===== config.mk =====
export PLATFORM = sky130hd
export DESIGN_NAME = tsu_front
export DESIGN_NICKNAME = d
export VERILOG_FILES = /design/src/hdl/tsu_pkg.sv /design/src/hdl/tsu_front.sv
export SDC_FILE = /design/constraint.sdc
export NUM_CORES = 2
export LEC_CHECK = 0
export ABC_AREA = 1
export BUFFER_PORTS_ARGS = -buffer_cell sky130_fd_sc_hd__buf_2
export CAP_MARGIN = 40
export CELL_PAD_IN_SITES_DETAIL_PLACEMENT = 1
export CELL_PAD_IN_SITES_GLOBAL_PLACEMENT = 2
export CORE_MARGIN = 2
export CORE_UTILIZATION = 39
export CTS_BUF_LIST = sky130_fd_sc_hd__clkbuf_16
export DETAILED_ROUTE_END_ITERATION = 7
export PLACE_DENSITY = 0.83
export SYNTH_ARGS = -nofsm -noshare
export SYNTH_HDL_FRONTEND = slang
export SYNTH_SLANG_ARGS = --single-unit
export TNS_END_PERCENT = 30

===== constraint.sdc =====
create_clock -name i_clk -period 10.65 [get_ports i_clk]
set_clock_uncertainty 0.1 [all_clocks]
set_input_delay 2.6625 -clock i_clk [delete_from_list [all_inputs] [get_ports i_clk]]
set_output_delay 2.6625 -clock i_clk [all_outputs]
set_load 0.01 [all_outputs]

===== src/hdl/tsu_pkg.sv =====
package tsu_pkg;

    typedef enum logic [1:0] {
        CMD_LOAD   = 2'd0,
        CMD_INDEX  = 2'd1,
        CMD_UPDATE = 2'd2,
        CMD_READ   = 2'd3
    } t_cmd;

    typedef enum logic [1:0] {
        OP_NONE  = 2'd0,
        OP_WRITE = 2'd1,
        OP_READ  = 2'd2
    } t_op;

    typedef enum logic {
        FS_RUN = 1'b0,
        FS_MUL = 1'b1
    } t_fstate;

    localparam logic [1:0] ST_OK    = 2'd0;
    localparam logic [1:0] ST_RANGE = 2'd1;
    localparam logic [1:0] ST_SEQ   = 2'd2;

    localparam logic [2:0] CFG_SLICE_RANK   = 3'd0;
    localparam logic [2:0] CFG_SLICE_SIZE   = 3'd1;
    localparam logic [2:0] CFG_STRIDE_0     = 3'd2;
    localparam logic [2:0] CFG_STRIDE_1     = 3'd3;
    localparam logic [2:0] CFG_STRIDE_2     = 3'd4;
    localparam logic [2:0] CFG_STRIDE_3     = 3'd5;
    localparam logic [2:0] CFG_TENSOR_WORDS = 3'd6;
    localparam logic [2:0] CFG_UPDATE_COUNT = 3'd7;

    localparam int Q_DEPTH = 2;

    typedef struct packed {
        logic        we;
        logic [2:0]  index;
        logic [12:0] data;
    } t_cfg_wr;

    typedef struct packed {
        t_op        op;
        logic [1:0] status;
        logic       slice_done;
        logic       all_done;
    } t_ctl;

endpackage


===== src/hdl/tsu_front.sv =====
module tsu_front #(
    parameter int DEPTH      = 4096,
    parameter int DATA_WIDTH = 32,
    parameter int MAX_RANK   = 4
) (
    input  logic                      i_clk,
    input  logic                      i_rst_n,
    input  logic                      i_accept,
    input  logic [1:0]                i_cmd,
    input  logic [11:0]               i_address,
    input  logic [31:0]               i_data,
    input  logic signed [15:0]        i_index_value,
    input  tsu_pkg::t_cfg_wr          i_cfg,
    output logic                      o_busy,
    output tsu_pkg::t_ctl             o_ctl,
    output logic [$clog2(DEPTH)-1:0]  o_addr,
    output logic [DATA_WIDTH-1:0]     o_data
);
    import tsu_pkg::*;

    localparam int AW = $clog2(DEPTH);

    // configuration
    logic [2:0]  r_rank;
    logic [12:0] r_size;
    logic [12:0] r_stride [4];
    logic [12:0] r_tensor_words;
    logic [12:0] r_update_count;

    // job state
    t_fstate            r_state, n_state;
    logic signed [31:0] r_flat_base, n_flat_base;
    logic [2:0]         r_count, n_count;
    logic [12:0]        r_offset, n_offset;
    logic               r_bad, n_bad;
    logic [12:0]        r_slices, n_slices;
    logic [43:0]        r_word_base;

    logic [2:0]         w_rank;
    logic [12:0]        w_size;
    logic [12:0]        w_limit;
    logic [12:0]        w_stride;
    logic signed [29:0] w_prod;
    logic signed [31:0] w_flat_sum;
    logic [44:0]        w_target;
    logic [13:0]        w_offset_inc;
    logic               w_addr_ok;
    logic               w_jobs_over;
    logic               w_last_index;
    logic [63:0]        w_data_ext;

    always_comb begin
        if (r_rank == 3'd0) begin
            w_rank = 3'd1;
        end else if (r_rank > 3'(MAX_RANK)) begin
            w_rank = 3'(MAX_RANK);
        end else begin
            w_rank = r_rank;
        end
    end

    assign w_size       = (r_size == 13'd0) ? 13'd1 : r_size;
    assign w_limit      = (32'(r_tensor_words) < 32'(DEPTH)) ? r_tensor_words : 13'(DEPTH);
    assign w_stride     = r_stride[r_count[1:0]];
    assign w_prod       = i_index_value * $signed({1'b0, w_stride});
    assign w_flat_sum   = r_flat_base + {{2{w_prod[29]}}, w_prod};
    assign w_target     = {1'b0, r_word_base} + 45'(r_offset);
    assign w_offset_inc = {1'b0, r_offset} + 14'd1;
    assign w_addr_ok    = ({1'b0, i_address} < w_limit);
    assign w_jobs_over  = (r_slices >= r_update_count);
    assign w_data_ext   = 64'(i_data);

    // classify the command and work out the job state after it
    always_comb begin
        n_flat_base       = r_flat_base;
        n_count           = r_count;
        n_offset          = r_offset;
        n_bad             = r_bad;
        n_slices          = r_slices;
        w_last_index      = 1'b0;
        o_ctl.op          = OP_NONE;
        o_ctl.status      = ST_OK;
        o_ctl.slice_done  = 1'b0;
        o_ctl.all_done    = 1'b0;
        o_addr            = '0;
        o_data            = w_data_ext[DATA_WIDTH-1:0];
        if (i_accept) begin
            case (t_cmd'(i_cmd))
                CMD_LOAD, CMD_READ: begin
                    if (w_addr_ok) begin
                        o_ctl.op = (t_cmd'(i_cmd) == CMD_LOAD) ? OP_WRITE : OP_READ;
                        o_addr   = AW'(i_address);
                    end else begin
                        o_ctl.status = ST_RANGE;
                    end
                end
                CMD_INDEX: begin
                    if (w_jobs_over || r_count >= w_rank || r_offset != 13'd0) begin
                        o_ctl.status = ST_SEQ;
                    end else begin
                        n_flat_base = w_flat_sum;
                        n_count     = r_count + 3'd1;
                        if (n_count == w_rank) begin
                            w_last_index = 1'b1;
                            n_bad        = w_flat_sum[31];
                        end
                    end
                end
                CMD_UPDATE: begin
                    if (w_jobs_over || r_count != w_rank) begin
                        o_ctl.status = ST_SEQ;
                    end else begin
                        if (r_bad) begin
                            o_ctl.status = ST_RANGE;
                        end else if (w_target < 45'(w_limit)) begin
                            o_ctl.op = OP_WRITE;
                            o_addr   = AW'(w_target);
                        end else begin
                            o_ctl.status = ST_RANGE;
                        end
                        if (w_offset_inc >= {1'b0, w_size}) begin
                            o_ctl.slice_done = 1'b1;
                            n_offset         = 13'd0;
                            n_count          = 3'd0;
                            n_flat_base      = '0;
                            n_bad            = 1'b0;
                            n_slices         = r_slices + 13'd1;
                            o_ctl.all_done   = (n_slices == r_update_count);
                        end else begin
                            n_offset = w_offset_inc[12:0];
                        end
                    end
                end
                default: ;
            endcase
        end
        // any register write starts a new job
        if (i_cfg.we) begin
            n_flat_base = '0;
            n_count     = 3'd0;
            n_offset    = 13'd0;
            n_bad       = 1'b0;
            n_slices    = 13'd0;
        end
    end

    always_comb begin
        case (r_state)
            FS_RUN:  n_state = (i_accept && w_last_index) ? FS_MUL : FS_RUN;
            FS_MUL:  n_state = FS_RUN;
            default: n_state = FS_RUN;
        endcase
    end

    always_comb begin
        case (r_state)
            FS_MUL:  o_busy = 1'b1;
            default: o_busy = 1'b0;
        endcase
    end

    always_ff @(posedge i_clk) begin
        if (!i_rst_n) begin
            r_state     <= FS_RUN;
            r_flat_base <= '0;
            r_count     <= 3'd0;
            r_offset    <= 13'd0;
            r_bad       <= 1'b0;
            r_slices    <= 13'd0;
        end else begin
            r_state     <= n_state;
            r_flat_base <= n_flat_base;
            r_count     <= n_count;
            r_offset    <= n_offset;
            r_bad       <= n_bad;
            r_slices    <= n_slices;
        end
    end

    // word base of the slice, only used when the slice base is not negative
    always_ff @(posedge i_clk) begin
        if (r_state == FS_MUL) begin
            r_word_base <= r_flat_base[30:0] * w_size;
        end
    end

    always_ff @(posedge i_clk) begin
        if (!i_rst_n) begin
            r_rank         <= 3'd1;
            r_size         <= 13'd1;
            r_stride[0]    <= 13'd1;
            r_stride[1]    <= 13'd1;
            r_stride[2]    <= 13'd1;
            r_stride[3]    <= 13'd1;
            r_tensor_words <= 13'd4096;
            r_update_count <= 13'd1;
        end else if (i_cfg.we) begin
            case (i_cfg.index)
                CFG_SLICE_RANK:   r_rank         <= i_cfg.data[2:0];
                CFG_SLICE_SIZE:   r_size         <= i_cfg.data;
                CFG_STRIDE_0:     r_stride[0]    <= i_cfg.data;
                CFG_STRIDE_1:     r_stride[1]    <= i_cfg.data;
                CFG_STRIDE_2:     r_stride[2]    <= i_cfg.data;
                CFG_STRIDE_3:     r_stride[3]    <= i_cfg.data;
                CFG_TENSOR_WORDS: r_tensor_words <= i_cfg.data;
                CFG_UPDATE_COUNT: r_update_count <= i_cfg.data;
                default: ;
            endcase
        end
    end

endmodule


* Word level (Yosys, flattened, before mapping)
Memories as Yosys holds them, arrays and structs flattened. A register that Yosys moved wholly into a read port is not among the register bits.
Index checks and enable logic that the tools add are counted.
** Operators by class
- Shift-type cells :: 0
- Muxes and demuxes :: 70
- Reductions and logical operators :: 20
- Div/mod/pow operators :: 0
- Multiply operators :: 2
- Eq/ne operators :: 17
- Add/subtract/negate cells :: 5
- $lt $le $gt $ge :: 7
- Bitwise operators :: 7
** Operators by type and width (count)
- 32-bit 2-to-1 mux :: 3
- 13-bit 2-to-1 mux :: 7
- 32-bit one-hot mux with 2 select lines :: 1
- 12-bit 2-to-1 mux :: 5
- 44-bit by 13-bit adder with 45-bit output :: 1
- 45-bit by 13-bit < comparator with 1-bit output :: 1
- 31-bit by 13-bit multiplier with 44-bit output :: 1
- 32-bit adder :: 1
- 1-bit 2-to-1 mux :: 31
- 16-bit by 14-bit multiplier with 30-bit output :: 1
- 12-bit one-hot mux with 2 select lines :: 1
- 2-bit 2-to-1 mux :: 11
- 3-bit 2-to-1 mux :: 5
- 13-bit by 1-bit adder with 14-bit output, second input constant :: 1
- 14-bit by 13-bit greater-or-equal comparator with 1-bit output :: 1
- 13-bit by 1-bit adder with 13-bit output, second input constant :: 1
- 13-bit == test :: 1
- 13-bit greater-or-equal comparator :: 1
- 13-bit logical NOT :: 1
- 12-bit by 13-bit < comparator with 1-bit output :: 1
- 13-bit < comparator, second input constant :: 1
- 13-bit nonzero test :: 1
- 3-bit == test, second input constant :: 4
- 2-bit != test, second input constant :: 4
- other kinds (27) :: 42
** Storage, ports and cells
- Logic and storage cells :: 140
- Memories :: 1
- Bits in latches :: 0
- Output and inout bits :: 51
- Input bits :: 82
- Bits in read-only memories :: 0
- Bits in registers :: 149
- Memory bits (writable) :: 52
** Memories
- r_stride :: depth 4, width 13, read ports 1, clocked after Yosys merged registers in 1, write ports 4, RTL line tsu_front.sv:26 : logic [12:0] r_stride [4];

* Logic depth before layout (Yosys ltp)
- Word-level depth :: 12
- Mapped depth :: 47
- Gate-level depth less buffers :: 44

* Worst setup path before layout
No wires, ideal clock.
- Kind :: input to register
- Start :: in i_index_value[15]
- End :: reg r_bad
- Arrival :: 9.513 ns
- Data required time :: 10.433 ns
- Path buffers :: 1
- Setup time :: 0.117 ns
- Cell stages on the path :: 34
- Path slack :: 0.920 ns
- Path through :: inv_1 -> clkbuf_1 -> nor2_1 -> fa_1 -> inv_1 -> fa_1 -> inv_1 -> fa_1 -> inv_1 -> fa_1 -> inv_1 -> fa_1 -> fa_1 -> ha_1 -> nand2_1 -> nor2_1 -> nand2_1 -> or4_1 -> o221ai_1 -> xor2_1 -> ha_1 -> nand2_1 -> nor3_1 -> nand2_1 -> nor3_1 -> nand2_1 -> nand2_1 -> nand2_1 -> nand2_1 -> nand3_1 -> nand3_1 -> nand2_1 -> inv_1 -> nor2_1
** On the way
- Longest elaborated chain between the ends :: 5
** RTL lines
- start, declared :: RTL line tsu_front.sv:12 : input logic signed [15:0] i_index_value,
- 16-bit by 14-bit multiplier with 30-bit output :: RTL line tsu_front.sv:65 : assign w_prod = i_index_value * $signed({1'b0, w_stride});
- 32-bit adder :: RTL line tsu_front.sv:66 : assign w_flat_sum = r_flat_base + {{2{w_prod[29]}}, w_prod};
- 1-bit 2-to-1 mux :: RTL line tsu_front.sv:103 : if (n_count == w_rank) begin
- 1-bit 2-to-1 mux :: RTL line tsu_front.sv:98 : if (w_jobs_over || r_count >= w_rank || r_offset != 13'd0) begin
- 1-bit one-hot mux with 2 select lines :: RTL line tsu_front.sv:88 : case (t_cmd'(i_cmd))
- end signal, assigned :: RTL line tsu_front.sv:175 : r_bad <= n_bad;
- end, declared :: RTL line tsu_front.sv:35 : logic r_bad, n_bad;
Every way passes these cells. The select of a mux whose other input is x is not followed.
A chain may end at the register's enable or synchronous reset.

* Final worst setup path
Same ends and word-level chain as after synthesis.

==> results by group <==
Clock tree
  • Clock sinks: 203
  • Clock Pin Slew Worst Setup and Hold Paths: 60 ps
  • # Post-CTS Setup Buffers: 0
  • H-tree depth: 1
  • CTS tree: yes
  • Hold Buf Count CTS: 0
  • Post-CTS Resized: 0
  • Cts bufs inserted: 27
  • Clock latency on the worst-skew pair: approximately 580 ps
  • Max clock buf depth: 3
  • Clock Root Buffer: clkbuf_16

Run
  • # Max-Cap Violations: 0

Floorplan
  • Rows: 108
  • Die ar.: 89,700 µm²
  • Starting Density: 39.3%
  • # IOs: 133
  • Core footprint: ~87,000 µm²
  • DIE HEIGHT: roughly 300 µm
  • Die Wd: ~300 µm

Place
  • IO buf count: 68
  • Post-DP HPWL: around 86 mm
  • Routability cong.: 0.890
  • Dpl ws: 189 ps

Synth
  • Yosys cell types: 55
  • Mapped Area: approximately 34,000 µm²
  • Syn nets: 5,323
  • Flops & latches, synth: 203
  • Main flop type after synthesis: dfxtp_1
  • Part of the Yosys area used for sequential elements: 14.8%
  • Syn_area_per_cell: 7.65 µm²
  • Ys async rst share: 0%
  • Syn Inst Count: 4,452
  • Post-synth EDFFs: 96
  • Number of synthesis warnings: 0

STA
  • TNS Setup: 0 ps
  • Slew HR: approximately two fifths
  • Final setup vio count: 0
  • RSZ-0062 raised after global routing: no
  • Fmax: a little over 100 MHz
  • Pins Over Slew Limit: 0
  • Fin. Hold Viols: 0
  • Post-route setup slack: approximately 720 ps
  • Worst-Margin Slew: 924 ps
  • Clock period minus final worst setup slack: between 9000 and 10,000 ps
  • Final Cycle Share: 93.3%

Outcome
  • Status: finished, final reports clean

Detailed routing
  • Vias per cell: 5.06
  • Detailed-route DRC error count: 0
  • TritonRoute pass-1 iters: 5
  • Vias: 28,300
  • Routed Wire Length: roughly 100 mm
  • Drt wl/cell: 18.6 µm
  • ANT nets after route: 0
  • Starting DRC count in detailed routing: about 1,300

Worst hold path
  • Hold Crit Depth: 2
  • Hold crit path type: reg2reg
  • Hold Path Origin: r_update_count[0]$_SDFFE_PN1P_
  • Hold endpoint: r_update_count[0]$_SDFFE_PN1P_

Setup path
  • CP max-delay cell: fa_1
  • Critical Path AT: 10,300 ps
  • Startpoint Class: primary input
  • R2R Path End: r_bad$_SDFFE_PP0P_
  • Worst-case reg-to-reg path depth: 37
  • Worst EP required: 11,010 ps
  • CP Capture Type: flip-flop
  • R2r setup slk: 1410 ps
  • Critical path class: in2reg
  • Top cell by count, worst path: nand2_1
  • Worst path max stage delay: 600 ps
  • Worst Path Max Fanout: 13

Cells and area
  • Commonest non-fill, non-tap cell in the layout: nand2_1
  • Synthesis-to-layout area growth: 6.49%
  • Final nets: 5,282
  • Fraction of layout cells with a size suffix above 1: under 10%
  • Most frequent cells in the layout: nand2_1 (1,051), inv_1 (954), fa_1 (523)

GRT
  • Initial antenna violation count: 1
  • Number of global-route vias before repair: 31,300
  • First-pass GRT wire length: 170 mm
  • Largest net degree at the start of global routing: 48
  • GRT Util Overall: 23.8%
  • Remaining Overflow, GRT: 0
==> cell type report <==
cell class                      instances  area [µm²]
Antenna cell                            1        2.50
Clock buffer                           27         676
Clock inverter                         23         235
Fill cell                           10700       50300
Inverter                              958        3600
Multi-Input combinational cell       3113       24600
Sequential cell                       203        5030
Tap cell                             1155        1450
Timing Repair Buffer                  108         671
==> logic make-up (layout without fill, tap and decap cells) <==
kind of cell	after synthesis	in the layout	share of synthesized area (%)
AO/OA/AOI/OAI	480	480	7.81
XOR/XNOR	134	134	3.45
adder cells (fa/ha/maj)	789	789	40.5
buffers and inverters	1136	1116	13.0
flip-flops	203	203	14.8
other	0	1	0
AND/OR/NAND/NOR	1710	1710	20.5
==> how the worst max path moves through the flow <==
stage,start,to,slack (ps),cells past startpoint
finish,i_index_value[15],r_bad$_SDFFE_PP0P_,720,34
global route,i_index_value[15],r_bad$_SDFFE_PP0P_,200,34
CTS,i_index_value[15],r_bad$_SDFFE_PP0P_,760,34
detailed placement,i_index_value[15],r_bad$_SDFFE_PP0P_,190,34
global placement,i_index_value[15],r_bad$_SDFFE_PP0P_,300,34
floorplan,i_index_value[15],r_bad$_SDFFE_PP0P_,920,34
==> layer usage <==
layer | wire [µm] | vias to the layer above | global-route usage, %
met5 | 0 | - | 0
met4 | 1960 | 0 | 4.30
met3 | 2700 | 106 | 1.62
met2 | 52000 | 369 | 42.8
met1 | 47100 | 14300 | 31.5
li1 | - | 13500 | -
==> metrics by stage <==
stage	cell area (µm²)	std cells	hold WS, ps	util, %
global placement	35300	5533	365	40.8
global route	36300	5587	413	41.9
floorplan	34100	4452	345	-
finish	36300	5588	386	41.9
CTS	36300	5587	388	41.9
detailed placement	35400	5537	373	40.8
==> sequential cells by signal, indices dropped and copies added (netlist names), 13 cells and up, named ones only <==
signal / flops
r_offset: 13
r_word_base: 44
r_slices: 13
r_update_count: 13
r_tensor_words: 13
r_stride: 52
r_flat_base: 32
r_size: 13
==> worst max-delay path, delay by kind of cell <==
| family | cells | cell delay (ps) |
|---|---|---|
| XOR/XNOR | 1 | 140 |
| adder cells (fa/ha/maj) | 8 | 4050 |
| AO/OA/AOI/OAI | 3 | 580 |
| buffers and inverters | 7 | 840 |
| AND/OR/NAND/NOR | 15 | 1990 |
==> synth_stat cells, types with 6 or more instances <==
| master | instances | area share, % |
|---|---|---|
| o21ai_0 | 125 | 1.8 |
| clkinv_1 | 6 | 0.066 |
| ha_1 | 266 | 9.8 |
| nand3_1 | 134 | 2.0 |
| o211ai_1 | 10 | 0.22 |
| nand4_1 | 47 | 0.86 |
| xor2_1 | 103 | 2.6 |
| o21bai_1 | 12 | 0.26 |
| nor4_1 | 19 | 0.35 |
| inv_1 | 950 | 10 |
| nand2_1 | 1051 | 12 |
| or2_2 | 11 | 0.20 |
| xnor2_1 | 31 | 0.80 |
| o21ai_1 | 8 | 0.12 |
| nand2_2 | 12 | 0.22 |
| fa_1 | 523 | 31 |
| a21oi_1 | 246 | 3.6 |
| buf_4 | 35 | 0.77 |
| dfxtp_1 | 107 | 6.3 |
| a21o_1 | 14 | 0.31 |
| a211oi_1 | 11 | 0.24 |
| nor3_1 | 25 | 0.37 |
| nor2_1 | 375 | 4.1 |
| clkbuf_1 | 126 | 1.4 |
| nor2_2 | 15 | 0.28 |
| edfxtp_1 | 96 | 8.5 |
| a31oi_1 | 20 | 0.37 |
| nand3b_1 | 6 | 0.13 |
| buf_1 | 11 | 0.12 |
Power is not shown: default switching activity piles up to over one toggle a cycle in this logic, so the estimate is an artifact.
