### src/hdl/tsu_pkg.sv
package tsu_pkg;

    typedef enum logic [1:0] {
        CMD_LOAD   = 2'd0,
        CMD_INDEX  = 2'd1,
        CMD_UPDATE = 2'd2,
        CMD_READ   = 2'd3
    } t_cmd;

    typedef enum logic [1:0] {
        OP_NONE  = 2'd0,
        OP_WRITE = 2'd1,
        OP_READ  = 2'd2
    } t_op;

    typedef enum logic {
        FS_RUN = 1'b0,
        FS_MUL = 1'b1
    } t_fstate;

    localparam logic [1:0] ST_OK    = 2'd0;
    localparam logic [1:0] ST_RANGE = 2'd1;
    localparam logic [1:0] ST_SEQ   = 2'd2;

    localparam logic [2:0] CFG_SLICE_RANK   = 3'd0;
    localparam logic [2:0] CFG_SLICE_SIZE   = 3'd1;
    localparam logic [2:0] CFG_STRIDE_0     = 3'd2;
    localparam logic [2:0] CFG_STRIDE_1     = 3'd3;
    localparam logic [2:0] CFG_STRIDE_2     = 3'd4;
    localparam logic [2:0] CFG_STRIDE_3     = 3'd5;
    localparam logic [2:0] CFG_TENSOR_WORDS = 3'd6;
    localparam logic [2:0] CFG_UPDATE_COUNT = 3'd7;

    localparam int Q_DEPTH = 2;

    typedef struct packed {
        logic        we;
        logic [2:0]  index;
        logic [12:0] data;
    } t_cfg_wr;

    typedef struct packed {
        t_op        op;
        logic [1:0] status;
        logic       slice_done;
        logic       all_done;
    } t_ctl;

endpackage

### src/hdl/tsu_queue.sv
module tsu_queue #(
    parameter int W = 8
) (
    input  logic         i_clk,
    input  logic         i_rst_n,
    input  logic         i_push,
    input  logic [W-1:0] i_din,
    input  logic         i_pop,
    output logic [W-1:0] o_dout,
    output logic         o_empty,
    output logic         o_full
);
    import tsu_pkg::*;

    localparam int PW = $clog2(Q_DEPTH);
    localparam int CW = $clog2(Q_DEPTH + 1);

    logic [W-1:0]  r_mem [Q_DEPTH];
    logic [PW-1:0] r_wptr, r_rptr;
    logic [CW-1:0] r_count;
    logic          w_do_pop;

    assign o_empty  = (r_count == CW'(0));
    assign o_full   = (r_count == CW'(Q_DEPTH));
    assign o_dout   = r_mem[r_rptr];
    assign w_do_pop = i_pop && !o_empty;

    always_ff @(posedge i_clk) begin
        if (i_push) begin
            r_mem[r_wptr] <= i_din;
        end
    end

    always_ff @(posedge i_clk) begin
        if (!i_rst_n) begin
            r_wptr  <= '0;
            r_rptr  <= '0;
            r_count <= '0;
        end else begin
            if (i_push) begin
                r_wptr <= r_wptr + PW'(1);
            end
            if (w_do_pop) begin
                r_rptr <= r_rptr + PW'(1);
            end
            case ({i_push, w_do_pop})
                2'b10:   r_count <= r_count + CW'(1);
                2'b01:   r_count <= r_count - CW'(1);
                default: r_count <= r_count;
            endcase
        end
    end

endmodule

### config.mk
export PLATFORM = sky130hd
export DESIGN_NAME = tsu_queue
export DESIGN_NICKNAME = d
export VERILOG_FILES = /design/src/hdl/tsu_pkg.sv /design/src/hdl/tsu_queue.sv
export SDC_FILE = /design/constraint.sdc
export NUM_CORES = 1
export LEC_CHECK = 0
export ABC_CLOCK_PERIOD_IN_PS = 1440
export BUFFER_PORTS_ARGS = -buffer_cell sky130_fd_sc_hd__buf_4
export CAP_MARGIN = 20
export CORE_MARGIN = 5
export CORE_UTILIZATION = 44
export DETAILED_ROUTE_END_ITERATION = 12
export HOLD_SLACK_MARGIN = 0.03
export PLACE_DENSITY = 0.72
export SYNTH_ARGS = -nofsm -noshare
export SYNTH_HDL_FRONTEND = slang
export SYNTH_SLANG_ARGS = --single-unit
### constraint.sdc
create_clock -name i_clk -period 1.44 [get_ports i_clk]
set_input_delay 0.072 -clock i_clk [delete_from_list [all_inputs] [get_ports i_clk]]
set_output_delay 0.072 -clock i_clk [all_outputs]
set_load 0.01 [all_outputs]
# After elaboration in Yosys (flattened, before gate mapping)
# Memory sizes are Yosys's and may differ from the RTL's. A register that Yosys moved wholly into a read port is not among the register bits.
# Cells that the tools add are included.
# classes
n_addsub	4
eq_ne	3
muxes	5
n_reduce_logical	4
# op_table
op	count
== test 2 bit (second input constant)	2
two-way mux 1 bit	4
one-hot mux 2 bit (2 select lines)	1
adder 1 bit (second input constant)	2
adder 2 x 1 -> 2 bit (second input constant)	1
== test 2 x 1 -> 1 bit (second input constant)	1
logical NOT 2 bit	1
nonzero test 2 bit	1
subtractor 2 x 1 -> 2 bit (second input constant)	1
logical AND 1 bit	1
logical NOT 1 bit	1
# word_totals
reg_bits	4
ramBits	16
input_bits	12
out_inout_bits	10
wordCells	20
memories	1
# memory_table
memory	words	word_bits	read_ports	rd_ports_with_merged_regs	write_ports	line	rtl
r_mem	2	8	1	1	1	tsu_queue.sv:18	logic [W-1:0] r_mem [Q_DEPTH];

# Longest topological paths before layout
# Gate-level depths: netlist (run 1).
# logic_depth
word_depth	5
depth_mapped	5
ltp_nobuf	5

# Worst setup path before layout (run 1)
# No wires, ideal clock.
# synth_path
kind	register -> register
from	reg r_count[0]
to	reg r_count[1]
setup_time_ps	70
t_arrival_ps	1287
required_time_ps	1370
setup_slack_ps	83
path_stages_with_launch	5
path_buffers	0
period_less_slack_ps	1357
cell_sequence	dfxtp_1 o21a_1 ha_1 or3_1 a21boi_1
# synth_between
elab_chain_len	5
word_cells_on_any_way	9
cone_classes	add/sub (2); eq/ne (2); mux (1); reduce/logical (4)
# synth_rtl
item	line	rtl
start: declaration	tsu_queue.sv:20	logic [CW-1:0] r_count;
start signal: assignment	tsu_queue.sv:47	2'b10: r_count <= r_count + CW'(1);
start signal: assignment	tsu_queue.sv:48	2'b01: r_count <= r_count - CW'(1);
start signal: assignment	tsu_queue.sv:49	default: r_count <= r_count;
logical NOT 2 bit *	tsu_queue.sv:23	assign o_empty = (r_count == CW'(0));
logical NOT 1 bit *	tsu_queue.sv:26	assign w_do_pop = i_pop && !o_empty;
logical AND 1 bit *	tsu_queue.sv:26	
named net w_do_pop	tsu_queue.sv:21	logic w_do_pop;
== test 2 x 1 -> 1 bit / == test 2 bit (equally long branches)	tsu_queue.sv:46	case ({i_push, w_do_pop})
one-hot mux 2 bit (2 select lines) / nonzero test 2 bit (equally long branches)	-	
# The timed path passes the listed nets; every way through them passes the cells marked *.
# A chain may end at the register's enable or synchronous reset.

# Worst setup path in the final report (run 1)
# layout_path
from	reg r_count[1]
to	reg r_count[1]
# The elaborated chain is that of the path after synthesis.

==> results of run 1 <==
## worst reg2reg max path: stages (launching register included)
cell,delay [ps]
dfxtp_2,350
o21a_1,230
ha_4,170
xnor2_1,120
or3_1,310
a21boi_1,130
## final cells by class
cell class	instances	area (um^2)
Tap cell	25	31.3
Sequential cell	21	583
Clock buffer	4	26.3
Timing Repair Buffer	32	263
Fill cell	156	597
Inverter	1	3.75
Multi-Input combinational cell	25	223
## stage by stage
step           util, %  hold slack, ps
2_1_floorplan        -             171
3_3_place_gp      57.8             258
3_5_place_dp      57.8             260
4_1_cts           64.6             103
5_1_grt           65.4             102
6_report          65.4             113
## placed cells by master, fill, tap and decap left out
cell           count
nor2_1             2
dfxtp_1            3
clkbuf_4           3
inv_1              1
or3_1              1
dfxtp_2            2
dlygate4sd3_1      9
xnor2_1            3
and2_1             2
o21ai_0            1
and2b_2            1
ha_4               1
o21a_1             2
a21boi_1           1
buf_4             23
edfxtp_1          16
nor2b_1            3
mux2_2             8
clkbuf_1           1
## registers in the layout, summed over array words and instances (netlist names), named ones only
register  cells
r_count       2
r_rptr        1
r_mem        16
r_wptr        1
## worst max-delay path by stage
stage | slack (ps) | end | cells past startpoint | from
3_5_place_dp | 30 | r_count[1] | 4 | r_count[1]
2_1_floorplan | 80 | r_count[1] | 4 | r_count[0]
4_1_cts | 10 | r_count[1] | 4 | r_count[1]
3_3_place_gp | 70 | r_count[1] | 4 | r_count[1]
6_report | 70 | r_count[1] | 5 | r_count[1]
5_1_grt | 10 | r_count[1] | 5 | r_count[1]
## cell families after synthesis
| family | after synthesis | share of synthesized area (%) |
|---|---|---|
| buffers and inverters | 2 | 1.09 |
| muxes | 8 | 11.3 |
| AOI/OAI and AO/OA | 4 | 3.44 |
| adders and majority gates | 1 | 1.56 |
| and+or+nand+nor | 9 | 6.73 |
| DFF | 21 | 72.6 |
| xor gates and xnor gates | 3 | 3.29 |
## repair_timing
action / CTS / global route
resized for setup: 1 / 2
hold buffers: 9 / 0
buffers inserted: 0 / 0
endpoints found under the setup margin: 8 / 1
hold endpoints to repair: 19 / 0
## power by group through the flow
| stage | logic [mW] | clock network [mW] | registers, mW |
|---|---|---|---|
| after floorplan | 0.299 | 0 | 0.771 |
| after global placement | 0.469 | 0 | 0.796 |
| after detailed placement | 0.482 | 0 | 0.799 |
| after CTS | 0.504 | 0.269 | 0.787 |
| after global routing | 0.548 | 0.303 | 0.803 |
| final | 0.507 | 0.260 | 0.787 |
## metal layers
layer | vias up | part of all wire [%]
li1 | 244 | -
met1 | 229 | 41
met2 | 11 | 54
met3 | 0 | 4.9
met4 | 0 | 0
met5 | - | 0
==> flow_metrics.py, run 1 <==
metrics = {
    "clocking": {
        "tritoncts": "yes",
        "path_clk_slew_ps": 100,
        "cts_buffers": 3,
        "clockBufferDepth": 2,
        "htreeDepth": 1,
        "clock-root-buffer": "clkbuf_4",
        "clk_latency_ps": 280,
        "cts.sinks": 21,
    },
    "global_routing": {
        "grt_overflow": 0,
        "busiest_layer": "met2",
        "track_usage_pct": 10.1,
        "met1_usage_pct": 11.6,
        "grt_pass1_wl_um": 2000,
        "grt_max_degree": 12,
        "grt_use_met3_pct": 2.85,
        "met2_usage_pct": 17.6,
        "antenna_found_initial": 0,
        "grt_pass1_vias": 476,
    },
    "layout": {
        "syn2layout_area_growth_pct": 41.3,
        "nets": 97,
        "final_cell_area_mm2": 0.00113,
        "finalNonFillerCells": 108,
        "antenna_cells": 0,
        "drive_gt1_share_pct": 45.8,
    },
    "power_and_ir_drop": {
        "ir_drop_v": 0.000970,
        "combPwrFrac_pct": 32.6,
        "power_frac_clock_pct": 16.7,
        "p_sw_mw": 0.404,
        "internal_power_mw": 1.15,
        "p_leak_nw": 0.433,
        "power_mw": 1.55,
        "power_density_mw_per_mm2": 1380,
        "switching_share_pct": 26.0,
        "seq_power_share_pct": 50.6,
    },
    "drt": {
        "firstDrtPassIters": 2,
        "detailedRoute.firstIterationViolations": 5,
        "vias": 484,
        "drt_wl_total_um": 1230,
        "drcViolationCount": 0,
        "wire_per_inst_um": 11.4,
        "vias_per_cell": 4.48,
        "ant_nets": 0,
    },
    "floorplanning": {
        "coreArea_mm2": 0.00173,
        "ios": 22,
        "die_h_um": 52.6,
        "initial_utilization_pct": 46.3,
        "dieArea_mm2": 0.00277,
        "rows": 15,
        "die_w_um": 52.6,
    },
    "sta": {
        "worst_slack_ps": 69.2,
        "finalCritPeriodShare_pct": 95.2,
        "finalSetupTns_ps": 0,
        "setup_viol": 0,
        "final_max_slew_viol_count": 0,
        "max_slew_margin_pct": 74.8,
        "hold_viol": 0,
        "tightestPinTransition_ps": 377,
        "fin_skew_ps": 2.24,
        "fmax_mhz": 730,
        "rsz0062_at_grt": "false",
        "post-route-min-period_ps": 1370,
    },
    "logic_synthesis": {
        "yosysSeqAreaShare_pct": 72.6,
        "yosysTopAreaCellShare_pct": 60.1,
        "ys_ff_latch": 21,
        "synthesis.nets": 61,
        "yosysMostFrequentCell": "edfxtp_1",
        "ys_warn_count": 0,
        "synth_commonest_cells": "edfxtp_1, mux2_2, dfxtp_1",
        "synth.distinct_cells": 15,
        "netlist_area_um2": 800,
        "synth_top_flop_cell": "edfxtp_1",
        "synth_area_leader_cell": "edfxtp_1",
        "syn_area_per_cell_um2": 16.7,
        "synthArstFlopShare_pct": 0,
        "synthCells": 48,
        "synth_area_leaders": "edfxtp_1, dfxtp_1, mux2_2",
        "synth_edf_count": 16,
    },
    "setup_path": {
        "worstPathArrival_ps": 1590,
        "cp_max_fo": 5,
        "r2r_cells": 5,
        "crit_family": "compound AO/OA/AOI/OAI gates",
        "path_cells": "o21a_1 > ha_4 > xnor2_1 > or3_1 > a21boi_1",
        "crit_buf_inv": 0,
        "worstSetupPathType": "reg2reg",
        "r2r_end": "r_count[1]",
        "cp.required_ps": 1660,
        "endpoint_kind": "flip-flop",
        "slowest_stage": "dfxtp_2",
        "reg2reg_slack_ps": 70,
        "critPathMaxStageDelay_ps": 350,
        "r2r_start": "r_count[1]",
        "cp-start-kind": "flip-flop",
    },
    "placed_design": {
        "dp_slack_ps": 34.6,
        "placed_cell_area_um2": 998,
        "dp.cells": 95,
        "hpwl_um": 937,
        "port-buffer-count": 21,
        "gp_congestion": 0.683,
    },
    "min_path": {
        "worst_hold_path.endpoint": "r_wptr",
        "hold_depth": 3,
        "min_from": "i_push",
        "hold_path.class": "in2reg",
    },
    "outcome": {
        "outcome": "finished clean",
    },
    "job": {
        "cap_violations": 0,
    },
}
(Power assumes the default switching activity.)
==> run 2, diff against run 1 <==
Settings changed: GPL_TIMING_DRIVEN set to 0.
==> flow_metrics.py, run 2 (synthesis results as in run 1) <==
metrics = {
    "layout": {
        "utilization_pct": 65.5,
        "layout_commonest_cell": "buf_4",
        "largest_registers": "r_mem (16), r_count (2)",
        "layout_common_cells": "buf_4, edfxtp_1, dlygate4sd3_1, mux2_2, clkbuf_4",
        "nets": 96,
        "drive_gt1_share_pct": 47.6,
        "fillers": 144,
        "largest_reg_flops": 16,
        "finalNonFillerCells": 107,
        "antenna_cells": 0,
        "largest_register": "r_mem",
        "syn2layout_area_growth_pct": 41.5,
    },
    "clocking": {
        "htreeDepth": 1,
        "clk_latency_ps": 290,
        "clockBufferDepth": 2,
        "tritoncts": "yes",
        "cts_buffers": 3,
        "post_cts_buffers": 0,
        "path_clk_slew_ps": 120,
        "cts.sinks": 21,
        "clock-root-buffer": "clkbuf_4",
    },
    "drt": {
        "drt_wl_total_um": 1430,
        "vias": 486,
        "wire_per_inst_um": 13.4,
        "firstDrtPassIters": 2,
        "routed-wl-met2_um": 835,
        "detailedRoute.firstIterationViolations": 6,
        "ant_nets": 0,
        "top_layer": "met3",
        "wl_met1_um": 513,
        "vias_per_cell": 4.54,
        "met3WireLength_um": 84,
        "drcViolationCount": 0,
    },
    "sta": {
        "worst_slack_ps": 54.7,
        "rsz0062_at_grt": "true",
        "tightestPinTransition_ps": 740,
        "max_slew_margin_pct": 50.5,
        "hold_viol": 0,
        "post-route-min-period_ps": 1390,
        "setup_viol": 0,
        "fin_skew_ps": 7.68,
        "fmax_mhz": 722,
        "finalCritPeriodShare_pct": 96.2,
        "final_max_slew_viol_count": 0,
    },
    "global_routing": {
        "track_usage_pct": 12.1,
        "grt_pass1_wl_um": 2370,
        "grt_pass1_vias": 548,
        "grt_overflow": 0,
        "grt_max_degree": 13,
        "antenna_found_initial": 0,
    },
    "power_and_ir_drop": {
        "ir_drop_v": 0.000841,
        "power_density_mw_per_mm2": 1400,
        "seq_power_share_pct": 49.0,
        "p_sw_mw": 0.432,
        "p_leak_nw": 0.432,
        "combPwrFrac_pct": 33.7,
        "switching_share_pct": 27.2,
        "internal_power_mw": 1.16,
        "power_frac_clock_pct": 17.4,
    },
    "placed_design": {
        "hpwl_um": 1010,
        "port-buffer-count": 21,
        "gp_congestion": 0.620,
        "dp.cells": 94,
        "dp_slack_ps": -23.1,
    },
    "setup_path": {
        "cp_max_fo": 5,
        "worstSetupPathType": "reg2reg",
        "cp-start-kind": "flip-flop",
        "cp.required_ps": 1660,
        "worstPathArrival_ps": 1610,
        "endpoint_kind": "flip-flop",
    },
    "floorplanning": {
        "ios": 22,
        "coreArea_mm2": 0.00173,
        "dieArea_mm2": 0.00277,
        "rows": 15,
        "die_w_um": 52.6,
        "die_h_um": 52.6,
        "initial_utilization_pct": 46.3,
    },
    "job": {
        "cap_violations": 0,
    },
    "outcome": {
        "outcome": "finished clean",
    },
    "min_path": {
        "hold_path.class": "in2reg",
    },
}
-- run 2: cell types whose count changed in the layout (fill, tap and decap cells not counted) --
| cell | before | now |
|---|---|---|
| clkinv_2 | 0 | 1 |
| buf_4 | 23 | 21 |
| o21a_4 | 0 | 1 |
| clkbuf_4 | 3 | 4 |
| o21a_1 | 2 | 1 |
| clkbuf_1 | 1 | 0 |
-- run 2: worst max-delay path, stage by stage (launching register included) --
cell and delay [ps]:
dfxtp_2 360, o21a_4 230, ha_4 160, xnor2_1 120
or3_1 300, a21boi_1 150
-- run 2: final cells by class --
cell class                 instances  area (um^2)  share of cell area (%)
buffer                             1         7.51                   0.664
clock buffer                       3         22.5                    1.99
multi-input combinational         25          230                    20.4
sequential                        21          583                    51.5
inverter                           1         3.75                   0.332
clock inverter                     1         5.00                   0.442
tap                               25         31.3                    2.77
timing repair buffer              30          248                    21.9
-- run 2: timing repair --
action | in CTS | in global routing
hold buffers | 9 | 0
endpoints found under the hold margin | 19 | 0
resized for setup | 3 | 3
gates cloned | 0 | 0
endpoints found under the setup margin | 1 | 9
-- run 2: metrics by stage --
stage / setup TNS [ps] / cell area (um^2) / total power, mW / hold WS (ps)
2_1_floorplan: 0 / 800 / 1.07 / 171
3_3_place_gp: 0 / 988 / 1.25 / 258
3_5_place_dp: -23.1 / 988 / 1.27 / 261
4_1_cts: 0 / 1120 / 1.57 / 98.4
5_1_grt: -7.16 / 1130 / 1.67 / 113
6_report: 0 / 1130 / 1.59 / 91.3
-- run 2: path summary, 6_finish.rpt --
check                                 from         end  slack (ps)  cells past startpoint
worst min register to register  r_count[1]  r_count[1]         530                      2
worst min-delay path                i_push      r_wptr          90                      3
worst max register to register  r_count[1]  r_count[1]          50                      5
worst max-delay path            r_count[1]  r_count[1]          50                      5
-- run 2: metal layers --
metal / track usage [%] / vias to the layer above
li1: - / 240
met1: 11.6 / 235
met2: 24.4 / 11
met3: 3.13 / 0
met4: 3.83 / 0
met5: 0 / -
-- run 2: power groups by stage --
stage,registers [mW],logic [mW],clock network (mW)
floorplan,0.771,0.299,0
global placement,0.778,0.471,0
detailed placement,0.781,0.487,0
CTS,0.774,0.523,0.277
global route,0.786,0.586,0.298
finish,0.778,0.534,0.276
==> run 3, diff against run 2 <==
Settings changed: REMOVE_ABC_BUFFERS set to 1.
==> flow_metrics.py, run 3 (synthesis results as in run 1) <==
metrics = {
    "setup_path": {
        "worstPathArrival_ps": 1590,
        "cp_max_fo": 3,
        "path_cells": "o21a_1 > ha_4 > xnor2_1 > or3_1 > a21boi_1",
        "slowest_stage": "dfxtp_4",
        "cp-start-kind": "flip-flop",
        "r2r_start": "r_count[0]",
        "r2r_end": "r_count[1]",
        "cp.required_ps": 1660,
        "endpoint_kind": "flip-flop",
        "worstSetupPathType": "reg2reg",
        "critPathMaxStageDelay_ps": 360,
        "r2r_cells": 5,
        "reg2reg_slack_ps": 70,
    },
    "sta": {
        "worst_slack_ps": 67.1,
        "finalCritPeriodShare_pct": 95.3,
        "post-route-min-period_ps": 1370,
        "max_slew_margin_pct": 49.1,
        "final_max_slew_viol_count": 0,
        "fmax_mhz": 728,
        "setup_viol": 0,
        "fin_hold_ws_ps": 90.1,
        "fin_skew_ps": 10.9,
        "tightestPinTransition_ps": 760,
        "hold_viol": 0,
    },
    "drt": {
        "drcViolationCount": 0,
        "drt_wl_total_um": 1300,
        "wire_per_inst_um": 11.9,
        "detailedRoute.firstIterationViolations": 7,
        "vias": 501,
        "firstDrtPassIters": 4,
        "vias_per_cell": 4.60,
        "ant_nets": 0,
    },
    "power_and_ir_drop": {
        "ir_drop_v": 0.00103,
        "power_density_mw_per_mm2": 1410,
        "p_leak_nw": 0.439,
    },
    "min_path": {
        "hold_path.class": "in2reg",
        "min_from": "i_push",
        "hold_depth": 3,
        "worst_hold_path.endpoint": "r_wptr",
    },
    "global_routing": {
        "grt_pass1_wl_um": 1980,
        "antenna_found_initial": 0,
        "grt_pass1_vias": 520,
        "grt_overflow": 0,
        "track_usage_pct": 10.1,
        "grt_max_degree": 12,
    },
    "layout": {
        "drive_gt1_share_pct": 47.6,
        "antenna_cells": 0,
        "layout_commonest_cell": "buf_4",
        "syn2layout_area_growth_pct": 42.7,
        "nets": 98,
        "largest_registers": "r_mem (16), r_count (2)",
        "finalNonFillerCells": 109,
        "layout_common_cells": "buf_4, edfxtp_1, dlygate4sd3_1, mux2_2",
        "largest_register": "r_mem",
        "final_cell_area_mm2": 0.00114,
        "largest_reg_flops": 16,
    },
    "placed_design": {
        "gp_congestion": 0.639,
        "port-buffer-count": 21,
        "dp_slack_ps": -0.357,
        "placed_cell_area_um2": 983,
        "dp.cells": 93,
    },
    "clocking": {
        "tritoncts": "yes",
        "clk_latency_ps": 290,
        "clockBufferDepth": 2,
        "htreeDepth": 1,
        "cts_buffers": 3,
        "clock-root-buffer": "clkbuf_4",
        "cts.sinks": 21,
        "path_clk_slew_ps": 110,
    },
    "job": {
        "cap_violations": 0,
    },
    "outcome": {
        "outcome": "finished clean",
    },
    "floorplanning": {
        "die_h_um": 52.6,
        "initial_utilization_pct": 46.3,
        "ios": 22,
        "rows": 15,
        "dieArea_mm2": 0.00277,
        "die_w_um": 52.6,
        "coreArea_mm2": 0.00173,
    },
}
run 3: cell count changes in the layout (fill, tap and decap cells not counted), sizes merged:
| cell | before | now |
|---|---|---|
| buf | 21 | 24 |
| clkinv | 1 | 0 |
run 3: worst max-delay path by stage:
stage	startpoint	end
final	r_count[0]	r_count[1]
after global routing	r_count[0]	r_count[1]
after CTS	r_count[1]	r_count[1]
after detailed placement	r_count[0]	r_count[1]
after global placement	r_count[0]	r_count[1]
after floorplan	r_count[0]	r_count[1]
run 3: timing repair:
item | CTS | global route
setup endpoints to repair | 9 | 1
pin swaps | 0 | 1
buffers inserted | 0 | 3
hold buffers | 9 | 0
endpoints found under the hold margin | 20 | 0
resized for setup | 3 | 2
run 3: critical path, delay by kind of cell (launching register included):
kind | cells | cell delay (ps)
xor+xnor | 1 | 120
fa+ha+maj | 1 | 170
flops | 1 | 360
compound gates | 2 | 360
simple gates | 1 | 310
run 3: per-stage QoR:
step	total power, mW	setup TNS [ps]	utilization [%]
6_report	1.61	0	66.1
5_1_grt	1.71	-2.69	66.1
4_1_cts	1.55	0	64.6
3_5_place_dp	1.25	-0.357	57.0
3_3_place_gp	1.24	0	57.0
2_1_floorplan	1.06	0	-
run 3: layer usage:
metal  wire length [um]  track usage (%)
met2                673             17.6
met3                 71             2.85
met5                  0                0
met4                 21             6.38
met1                535             10.5
run 3: cell type report:
cell class | count | area [um^2]
Timing Repair Buffer | 33 | 270
Tap cell | 25 | 31.3
Clock buffer | 4 | 26.3
Multi-Input combinational cell | 25 | 223
Sequential cell | 21 | 587
Fill cell | 152 | 586
Inverter | 1 | 3.75
run 3: report_power, final:
| group | internal [mW] | switching, mW | total (mW) |
|---|---|---|---|
| combinational | 0.339 | 0.199 | 0.538 |
| clock | 0.108 | 0.157 | 0.264 |
| sequential | 0.738 | 0.0657 | 0.803 |
